### config.mk
export PLATFORM = sky130hd
export DESIGN_NAME = smfbs_div
export DESIGN_NICKNAME = d
export VERILOG_FILES = /design/src/smfbs_div.sv
export SDC_FILE = /design/constraint.sdc
export NUM_CORES = 1
export LEC_CHECK = 0
export BUFFER_PORTS_ARGS = -buffer_cell sky130_fd_sc_hd__buf_2
export CAP_MARGIN = 20
export CORE_ASPECT_RATIO = 1.4
export CORE_MARGIN = 5
export CORE_UTILIZATION = 50
export CTS_CLUSTER_SIZE = 40
export DETAILED_ROUTE_END_ITERATION = 7
export PLACE_DENSITY = 0.72
export SLEW_MARGIN = 20
export SYNTH_ARGS = -nofsm -noshare
export SYNTH_HDL_FRONTEND = slang
export SYNTH_SLANG_ARGS = --single-unit
export TNS_END_PERCENT = 100
### constraint.sdc
create_clock -name clk -period 3.1 [get_ports clk]
set_input_delay 0.62 -clock clk [delete_from_list [all_inputs] [get_ports clk]]
set_output_delay 0.62 -clock clk [all_outputs]
set_load 0.005 [all_outputs]
### src/smfbs_div.sv
// ----------------------------------------------------------------------------
// smfbs_div
// Restoring divider: splits a flat index into row and column, one quotient
// bit per cycle.
// ----------------------------------------------------------------------------
module smfbs_div #(
	parameter int FW = 10,
	parameter int QW = 5,
	parameter int SW = 6
) (
	input  logic          clk,
	input  logic          arst_n,
	input  logic          start,
	input  logic [FW-1:0] dividend,
	input  logic [SW-1:0] divisor,
	output logic          done,
	output logic [QW-1:0] quotient,
	output logic [QW-1:0] remainder
);

	localparam int CW = $clog2(QW + 1);

	logic [FW-1:0] rem_q;
	logic [FW:0]   dvs_q;
	logic [QW-1:0] quo_q;
	logic [CW-1:0] cnt_q;
	logic          done_q;
	logic          ge;

	// Trial subtraction of the shifted divisor
	assign ge = ({1'b0, rem_q} >= dvs_q);

	// Step counter and finish flag
	always_ff @(posedge clk or negedge arst_n) begin
		if (!arst_n) begin
			cnt_q  <= '0;
			done_q <= 1'b0;
		end else if (start) begin
			cnt_q  <= CW'(QW);
			done_q <= 1'b0;
		end else if (cnt_q != '0) begin
			cnt_q  <= cnt_q - CW'(1);
			done_q <= (cnt_q == CW'(1));
		end else begin
			done_q <= 1'b0;
		end
	end

	// Partial remainder, divisor and quotient
	always_ff @(posedge clk) begin
		if (start) begin
			rem_q <= dividend;
			dvs_q <= (FW+1)'(divisor) << (QW - 1);
			quo_q <= '0;
		end else if (cnt_q != '0) begin
			if (ge) begin
				rem_q <= rem_q - FW'(dvs_q);
			end
			quo_q <= QW'({quo_q, ge});
			dvs_q <= dvs_q >> 1;
		end
	end

	assign done      = done_q;
	assign quotient  = quo_q;
	assign remainder = QW'(rem_q);

endmodule
==> results of run 1 <==
state kept, by name, indices dropped and copies added (netlist names):
signal and cells:
rem_q 10, quotient 5, cnt_q 3, dvs_q 10
done 1
kinds of logic (layout without fill, tap and decap cells):
logic type | count (synthesis) | in the layout | synth area share [%]
xor+xnor | 5 | 5 | 2.55
fa+ha+maj | 14 | 14 | 10.6
mux | 2 | 2 | 1.24
flops | 29 | 29 | 44.2
compound gates | 55 | 55 | 21.4
simple gates | 49 | 49 | 13.0
buf+inv | 27 | 54 | 6.98
critical path: cells and delay by family, from the launching register on:
kind,cells,cell delay [ns]
DFF,1,0.34
and+or+nand+nor,1,0.21
AOI/OAI and AO/OA,4,0.91
buffers and inverters,1,0.04
adders and majority gates,2,0.65
placed cells by master, fill, tap and decap left out, types with 3 or more instances in the layout:
master / Yosys / layout
dfrtp_1: 4 / 4
nor2_1: 4 / 4
edfxtp_1: 16 / 16
dfxtp_1: 9 / 9
ha_1: 13 / 13
a21oi_1: 11 / 11
buf_2: 0 / 29
o21a_1: 5 / 5
nor2b_1: 3 / 3
xor2_1: 3 / 3
o31ai_1: 7 / 7
inv_1: 15 / 15
a21o_1: 6 / 6
nand2_1: 31 / 31
o21ai_0: 11 / 11
clkbuf_8: 0 / 5
nor3_1: 4 / 4
per-stage QoR:
stage	cell area (um2)	power, W	setup WS, ns	util (%)
after floorplan	1720	0.00120	0.872	-
after global placement	1870	0.00133	0.667	55.8
after detailed placement	1870	0.00137	0.574	55.8
after CTS	1990	0.00178	0.556	59.5
after global routing	1990	0.00189	0.345	59.5
final	1990	0.00177	0.570	59.5
worst max path at each step:
stage | startpoint | endpoint | slack (ns) | depth (start not counted)
floorplan | rem_q[0] | rem_q[0] | 0.87 | 8
global placement | rem_q[0] | rem_q[5] | 0.67 | 8
detailed placement | rem_q[0] | rem_q[5] | 0.57 | 8
CTS | rem_q[0] | rem_q[4] | 0.56 | 8
global route | rem_q[0] | rem_q[4] | 0.35 | 8
finish | rem_q[0] | rem_q[4] | 0.57 | 8
layer usage:
layer	vias to the layer above	global-route usage (%)
li1	690	-
met1	647	19.6
met2	23	28.8
met3	5	3.56
met4	0	6.65
met5	-	0
power groups by stage:
stage	sequential (W)	combinational, W	clock (W)
finish	0.000589	0.000775	0.000404
global route	0.000601	0.000863	0.000429
CTS	0.000589	0.000778	0.000411
detailed placement	0.000597	0.000768	0
global placement	0.000588	0.000746	0
floorplan	0.000579	0.000625	0
area by class of cell:
cell class              count  area, um2  area share (%)
inverters                  15       56.3            2.83
clock inverters             1       5.00           0.251
well taps                  40       50.0            2.51
flip-flops and latches     29        761            38.2
clock buffers               7        119            5.97
repair buffers             31        160            8.05
multi-input cells         125        840            42.2
==> results.ini, run 1 <==
[critical_path]
critPathSlowestCell=o211ai_1
worstPathCellList=inv_1, ha_1, fa_1, nor2b_1, o22ai_1, a21oi_1, o211ai_1, o211ai_1
r2r_start=rem_q[0]
cpMostUsedCell=o211ai_1
cp.arrival_ns=2.43
cp.required_ns=3.00
crit_type=flip-flop to flip-flop
slowest_delay_ns=0.50
cp-start-kind=flip-flop
setup.worst_path.end_class=flip-flop
r2r_slack_ns=0.57
r2r_cells=8
critPathMaxFanout=10
worstReg2RegEnd=rem_q[4]

[sta]
fin_tns_setup_ns=0
maxSlewViolCount=0
setup_violations=0
fmax_mhz=395
slew_headroom_pct=32.4
whs_ns=0.131
skew_ns=0.00288
fin_crit_sh_pct=81.6
hold_violations=0
grt_setup_unrepaired=no
fin_crit_ns=2.53
tightest_slew_ns=1.01

[global_route]
antenna_found_initial=0
grt_max_degree=41
grt_pass1_vias=1341
grtUsageTotal_pct=16.7
grt_pass1_wl_um=6040
grt.overflow.total=0

[synth]
synth_common_cells=nand2_1 (31), edfxtp_1 (16), inv_1 (15)
netlist_top_cells_area=edfxtp_1 (28%), dfxtp_1 (10%), ha_1 (9.5%)
synth.yosys.seq_area_share_pct=44.2
syn_area_per_cell_um2=9.50
yosysMostFrequentCell=nand2_1
syn_area_um2=1720
netlist.area_leader.share_pct=27.9
syn_nets=214
synthCells=181
synth-edff-count=16
ys.flop_type=edfxtp_1
netlist.top_cell.by_area=edfxtp_1
synthDistinctLibCells=39
ys_warn_count=0
synth_seq_cells=29
async_reset_ff_share_pct=13.8

[pwr]
power.internal_w=0.00115
p_leak_nw=0.894
p_clk_share_pct=22.8
power.density_nw_per_um2=888
swShare_pct=35.1
combPwrFrac_pct=43.8
seq_power_share_pct=33.3
vdd_drop_max_mv=0.606
p_switching_w=0.000621

[cts]
cts_hold_buf=0
clkLatencyLatePin_ns=0.28
htree_levels=2
postCtsSetupRepairBufs=0
cts_resized=0
clk_pin_slew_ns=0.07
cts_tree=built
cts_buffers=5
clk_path_buf_depth=2
root_buffer=clkbuf_8
clock-sinks=29

[placed_design]
numPortBuffers=29
place_congestion=0.829
dp_hpwl_um=2750
dp.cells=240

[layout]
drive_gt1_share_pct=20.7
area_growth_syn_to_layout_pct=15.7
antennaDiodeCount=0
fillers=288
layout.cells.non_filler=248
final_nets=240

[routing]
drt_iter0_markers=40
ant_nets=0
num_vias=1365
drc=0
top_layer_used=met4
vias_per_cell=5.50
drtPass1Iterations=4
drt-total-wl_um=3620
dr_wl_met3_um=142
met2_length_um=1870
drt-met1-wl_um=1560
routedWlPerCell_um=14.6

[job]
cap_violations=0

[floorplan]
io_pins=30
rows=25
die_h_um=79.4
start_util_pct=51.4
coreArea_um2=3350
die_area_um2=4730
fp.dieW_um=59.6

[outcome]
outcome=complete, no violations

[min_path]
hp-class=input port to async pin

No activity file was read; power rests on OpenSTA's default activity.
==> run 2: changes to the inputs <==
==> constraint.sdc (replaced) <==
create_clock -name clk -period 2.4 [get_ports clk]
set_input_delay 0.48 -clock clk [delete_from_list [all_inputs] [get_ports clk]]
set_output_delay 0.48 -clock clk [all_outputs]
set_load 0.005 [all_outputs]
==> results.ini, run 2 (synthesis results as in run 1) <==
[outcome]
outcome=complete, no violations

[global_route]
grt_max_degree=24
grt_pass1_wl_um=6120
grt.overflow.total=0
grtUsageTotal_pct=17.3
antenna_found_initial=0
grt_pass1_vias=1355

[floorplan]
coreArea_um2=3350
die_area_um2=4730
die_h_um=79.4
rows=25
fp.dieW_um=59.6
start_util_pct=51.4
io_pins=30

[pwr]
p_leak_nw=0.902
vdd_drop_max_mv=0.683
finalPower_w=0.00226
seq_power_share_pct=33.3
power.internal_w=0.00148
combPwrFrac_pct=45.3
p_switching_w=0.000785
power.density_nw_per_um2=1130
swShare_pct=34.7
p_clk_share_pct=21.4

[layout]
area_growth_syn_to_layout_pct=16.9
final_cell_mix=nand2_1 (31), buf_2 (29), edfxtp_1 (16)
layout_commonest_cell=nand2_1
antennaDiodeCount=0
final_nets=244
fillers=315
drive_gt1_share_pct=21.7

[critical_path]
cp-start-kind=flip-flop
setup.worst_path.end_class=flip-flop
cp.arrival_ns=2.21
worstPathCellList=inv_1, ha_1, fa_1, nor2b_2, o22ai_1, a21oi_2, o211ai_1, o211ai_1, buf_4
cp.buffers_inverters=2
slowest_delay_ns=0.42
critPathMaxFanout=7
path_delay_family=adder cells
cpMostUsedCell=o211ai_1
cp.required_ns=2.39
crit_type=flip-flop to flip-flop
critPathSlowestCell=fa_1

[sta]
fin_crit_sh_pct=92.4
hold_violations=0
fmax_mhz=451
fin_tns_setup_ns=0
skew_ns=0.00266
setup_violations=0
tightest_slew_ns=0.488
maxSlewViolCount=0
fin_crit_ns=2.22
slew_headroom_pct=67.5
finalWorstSetupSlack_ns=0.182

[routing]
ant_nets=0
drt-total-wl_um=3730
num_vias=1378
drc=0
vias_per_cell=5.47
drtPass1Iterations=4
routedWlPerCell_um=14.8
drt_iter0_markers=61

[cts]
cts_tree=built
clkLatencyLatePin_ns=0.28
clk_path_buf_depth=2
cts_buffers=5
htree_levels=2
postCtsSetupRepairBufs=0
clock-sinks=29
root_buffer=clkbuf_8
clk_pin_slew_ns=0.06

[placed_design]
dp_hpwl_um=2880
numPortBuffers=29
pre_cts_slack_ns=0.157
place_congestion=0.853

[job]
cap_violations=0

[min_path]
hp-class=flip-flop to flip-flop

-- run 2: changes by cell type in the layout (fill, tap and decap cells not counted), sizes merged --
cell,delta
buf,+3
bufinv,+1
clkbuf,-1
dlygate4sd3,+1
-- run 2: layer usage --
metal / track usage (%) / up-vias / wire (um)
met5: 0 / - / 0
li1: - / 700 / -
met3: 4.69 / 4 / 158
met2: 29.9 / 25 / 2010
met1: 20.0 / 649 / 1530
met4: 5.99 / 0 / 32
-- run 2: repair_timing --
action                                  4_1_cts  5_1_grt
gates resized for setup                       0        2
endpoints found under the hold margin         4        0
endpoints found under the setup margin        0       10
hold buffers                                  1        0
-- run 2: power groups by stage --
stage | clock network, W | logic [W] | registers (W)
floorplan | 0 | 0.000808 | 0.000748
global placement | 0 | 0.000984 | 0.000759
detailed placement | 0 | 0.00101 | 0.000762
CTS | 0.000496 | 0.00102 | 0.000754
global route | 0.000513 | 0.00115 | 0.000769
finish | 0.000485 | 0.00103 | 0.000753
-- run 2: worst register-to-register path, stage by stage (launching register included) --
cell	delay (ns)
edfxtp_1	0.33
inv_1	0.04
ha_1	0.24
fa_1	0.42
nor2b_2	0.18
o22ai_1	0.12
a21oi_2	0.15
o211ai_1	0.09
o211ai_1	0.15
buf_4	0.20
-- run 2: layout make-up --
cell class | instances | area [um2] | share of cell area [%]
well taps | 40 | 50.0 | 2.49
clock inverters | 2 | 33.8 | 1.68
inverters | 15 | 56.3 | 2.80
multi-input cells | 125 | 846 | 42.0
flip-flops and latches | 29 | 761 | 37.8
clock buffers | 6 | 72.6 | 3.61
repair buffers | 35 | 193 | 9.58
-- run 2: worst paths after layout --
check / start / endpoint / slack (ns) / cells past startpoint
min in group asynchronous: arst_n / cnt_q[2] / 0.53 / 2
hold / removal: quotient[4] / quotient[4] / 0.47 / 2
hold reg to reg: quotient[4] / quotient[4] / 0.47 / 2
setup / recovery: rem_q[0] / rem_q[0] / 0.18 / 9
max in group asynchronous: arst_n / cnt_q[0] / 1.74 / 2
setup reg to reg: rem_q[0] / rem_q[0] / 0.18 / 9
-- run 2: per-stage QoR --
step	hold WS [ns]	area, um2	util [%]	instances
final	0.473	2010	60.1	252
after global routing	0.479	2010	60.1	252
after CTS	0.473	2010	59.9	252
after detailed placement	0.293	1890	56.4	243
after global placement	0.285	1890	56.4	243
after floorplan	0.184	1720	-	181
==> run 3: changes to the inputs <==
--- a/config.mk
+++ b/config.mk
@@ -5,14 +5,14 @@
 export SDC_FILE = /design/constraint.sdc
 export NUM_CORES = 1
 export LEC_CHECK = 0
-export BUFFER_PORTS_ARGS = -buffer_cell sky130_fd_sc_hd__buf_2
 export CAP_MARGIN = 20
 export CORE_ASPECT_RATIO = 1.4
 export CORE_MARGIN = 5
 export CORE_UTILIZATION = 50
 export CTS_CLUSTER_SIZE = 40
 export DETAILED_ROUTE_END_ITERATION = 7
-export PLACE_DENSITY = 0.72
+export DONT_BUFFER_PORTS = 1
+export MAX_ROUTING_LAYER = met4
 export SLEW_MARGIN = 20
 export SYNTH_ARGS = -nofsm -noshare
 export SYNTH_HDL_FRONTEND = slang
==> results.ini, run 3 (synthesis results as in run 1) <==
[floorplan]
die_h_um=79.4
start_util_pct=51.4
coreArea_um2=3350
fp.dieW_um=59.6
io_pins=30
die_area_um2=4730
rows=25

[layout]
drive_gt1_share_pct=9.29
layout_commonest_cell=nand2_1
antennaDiodeCount=0
area_growth_syn_to_layout_pct=8.58
layout.cells.non_filler=223
final_nets=215
final_cell_mix=nand2_1 (31), edfxtp_1 (16), inv_1 (15)

[critical_path]
r2r_slack_ns=0.19
cp.required_ns=2.39
crit_type=flip-flop to flip-flop
r2r_start=rem_q[0]
critPathMaxFanout=6
slowest_delay_ns=0.42
path_delay_family=adder cells
setup.worst_path.end_class=flip-flop
worstPathCellList=inv_1, ha_1, fa_1, nor2b_2, o22ai_1, a21oi_1, o211ai_1, o211ai_1, buf_4
r2r_cells=9
worstReg2RegEnd=rem_q[9]
cp-start-kind=flip-flop
cp.buffers_inverters=2
critPathSlowestCell=fa_1
cp.arrival_ns=2.20
cpMostUsedCell=o211ai_1

[placed_design]
numPortBuffers=0
dp.cells=214
place_congestion=0.846
dp_hpwl_um=2710
pre_cts_slack_ns=0.135

[sta]
slew_headroom_pct=81.5
grt_setup_unrepaired=no
tightest_slew_ns=0.275
fin_crit_ns=2.21
whs_ns=0.272
finalWorstSetupSlack_ns=0.193
maxSlewViolCount=0
skew_ns=0.00208
fin_crit_sh_pct=92.0
fin_tns_setup_ns=0
setup_violations=0
fmax_mhz=453
hold_violations=0

[cts]
clock-sinks=29
cts_tree=built
cts_buffers=5
postCtsSetupRepairBufs=0
clkLatencyLatePin_ns=0.28
clk_path_buf_depth=2
htree_levels=2
clk_pin_slew_ns=0.06
root_buffer=clkbuf_8

[job]
cap_violations=0

[pwr]
seq_power_share_pct=35.2
power.density_nw_per_um2=1170
p_switching_w=0.000750
swShare_pct=34.4
vdd_drop_max_mv=0.619
p_leak_nw=0.782
power.internal_w=0.00143
combPwrFrac_pct=43.0
finalPower_w=0.00218
p_clk_share_pct=21.8

[global_route]
grt_pass1_vias=1289
grtUsageTotal_pct=17.0
grt_max_degree=42
grt.overflow.total=0
antenna_found_initial=0
grt_pass1_wl_um=5890

[min_path]
hold_depth=1
hp-start=start
hp-class=input port to flip-flop
whs_endpoint=cnt_q[1]

[routing]
drt-total-wl_um=3500
routedWlPerCell_um=15.7
num_vias=1251
ant_nets=0
drt_iter0_markers=54
drc=0
drtPass1Iterations=4
vias_per_cell=5.61

[outcome]
outcome=complete, no violations

## run 3: cell count changes in the layout (fill, tap and decap cells not counted)
cell / before / now
bufinv_16: 1 / 0
clkinv_1: 1 / 0
a21oi_1: 10 / 11
clkbuf_8: 5 / 6
a21oi_2: 1 / 0
clkbuf_16: 0 / 1
buf_2: 29 / 0
## run 3: final cells by class
| type | instances | area, um2 |
|---|---|---|
| multi-input cells | 125 | 842 |
| inverters | 15 | 56.3 |
| fillers | 310 | 1480 |
| well taps | 40 | 50.0 |
| clock buffers | 8 | 111 |
| repair buffers | 6 | 47.5 |
| flip-flops and latches | 29 | 761 |
## run 3: timing repair
item,CTS,global route
setup endpoints to repair,0,10
gates resized for setup,0,1
hold endpoints to repair,4,0
hold buffers,1,0
## run 3: worst max path at each step
stage | cells after the start | from | slack [ns] | endpoint
finish | 9 | rem_q[0] | 0.19 | rem_q[9]
global route | 9 | rem_q[0] | 0.03 | rem_q[9]
CTS | 9 | rem_q[0] | 0.12 | rem_q[5]
detailed placement | 9 | rem_q[0] | 0.13 | rem_q[5]
global placement | 9 | rem_q[0] | 0.20 | rem_q[6]
floorplan | 8 | rem_q[0] | 0.17 | rem_q[0]
## run 3: power by group through the flow
| stage | logic, W | registers (W) | clock network, W |
|---|---|---|---|
| CTS | 0.000947 | 0.000769 | 0.000488 |
| finish | 0.000938 | 0.000767 | 0.000476 |
| floorplan | 0.000808 | 0.000748 | 0 |
| detailed placement | 0.000937 | 0.000780 | 0 |
| global placement | 0.000925 | 0.000774 | 0 |
| global route | 0.00106 | 0.000782 | 0.000511 |
## run 3: per-layer routing
layer / up-vias / global-route usage [%] / wire length (um)
met1: 591 / 19.5 / 1440
met5: - / - / 0
met3: 4 / 5.83 / 196
li1: 636 / - / -
met4: 0 / 5.32 / 31
met2: 20 / 27.6 / 1830
## run 3: through the flow
step           utilization [%]  cell area (um2)
2_1_floorplan                -             1720
3_3_place_gp              52.1             1740
3_5_place_dp              52.1             1740
4_1_cts                   55.7             1870
5_1_grt                   55.8             1870
6_report                  55.8             1870
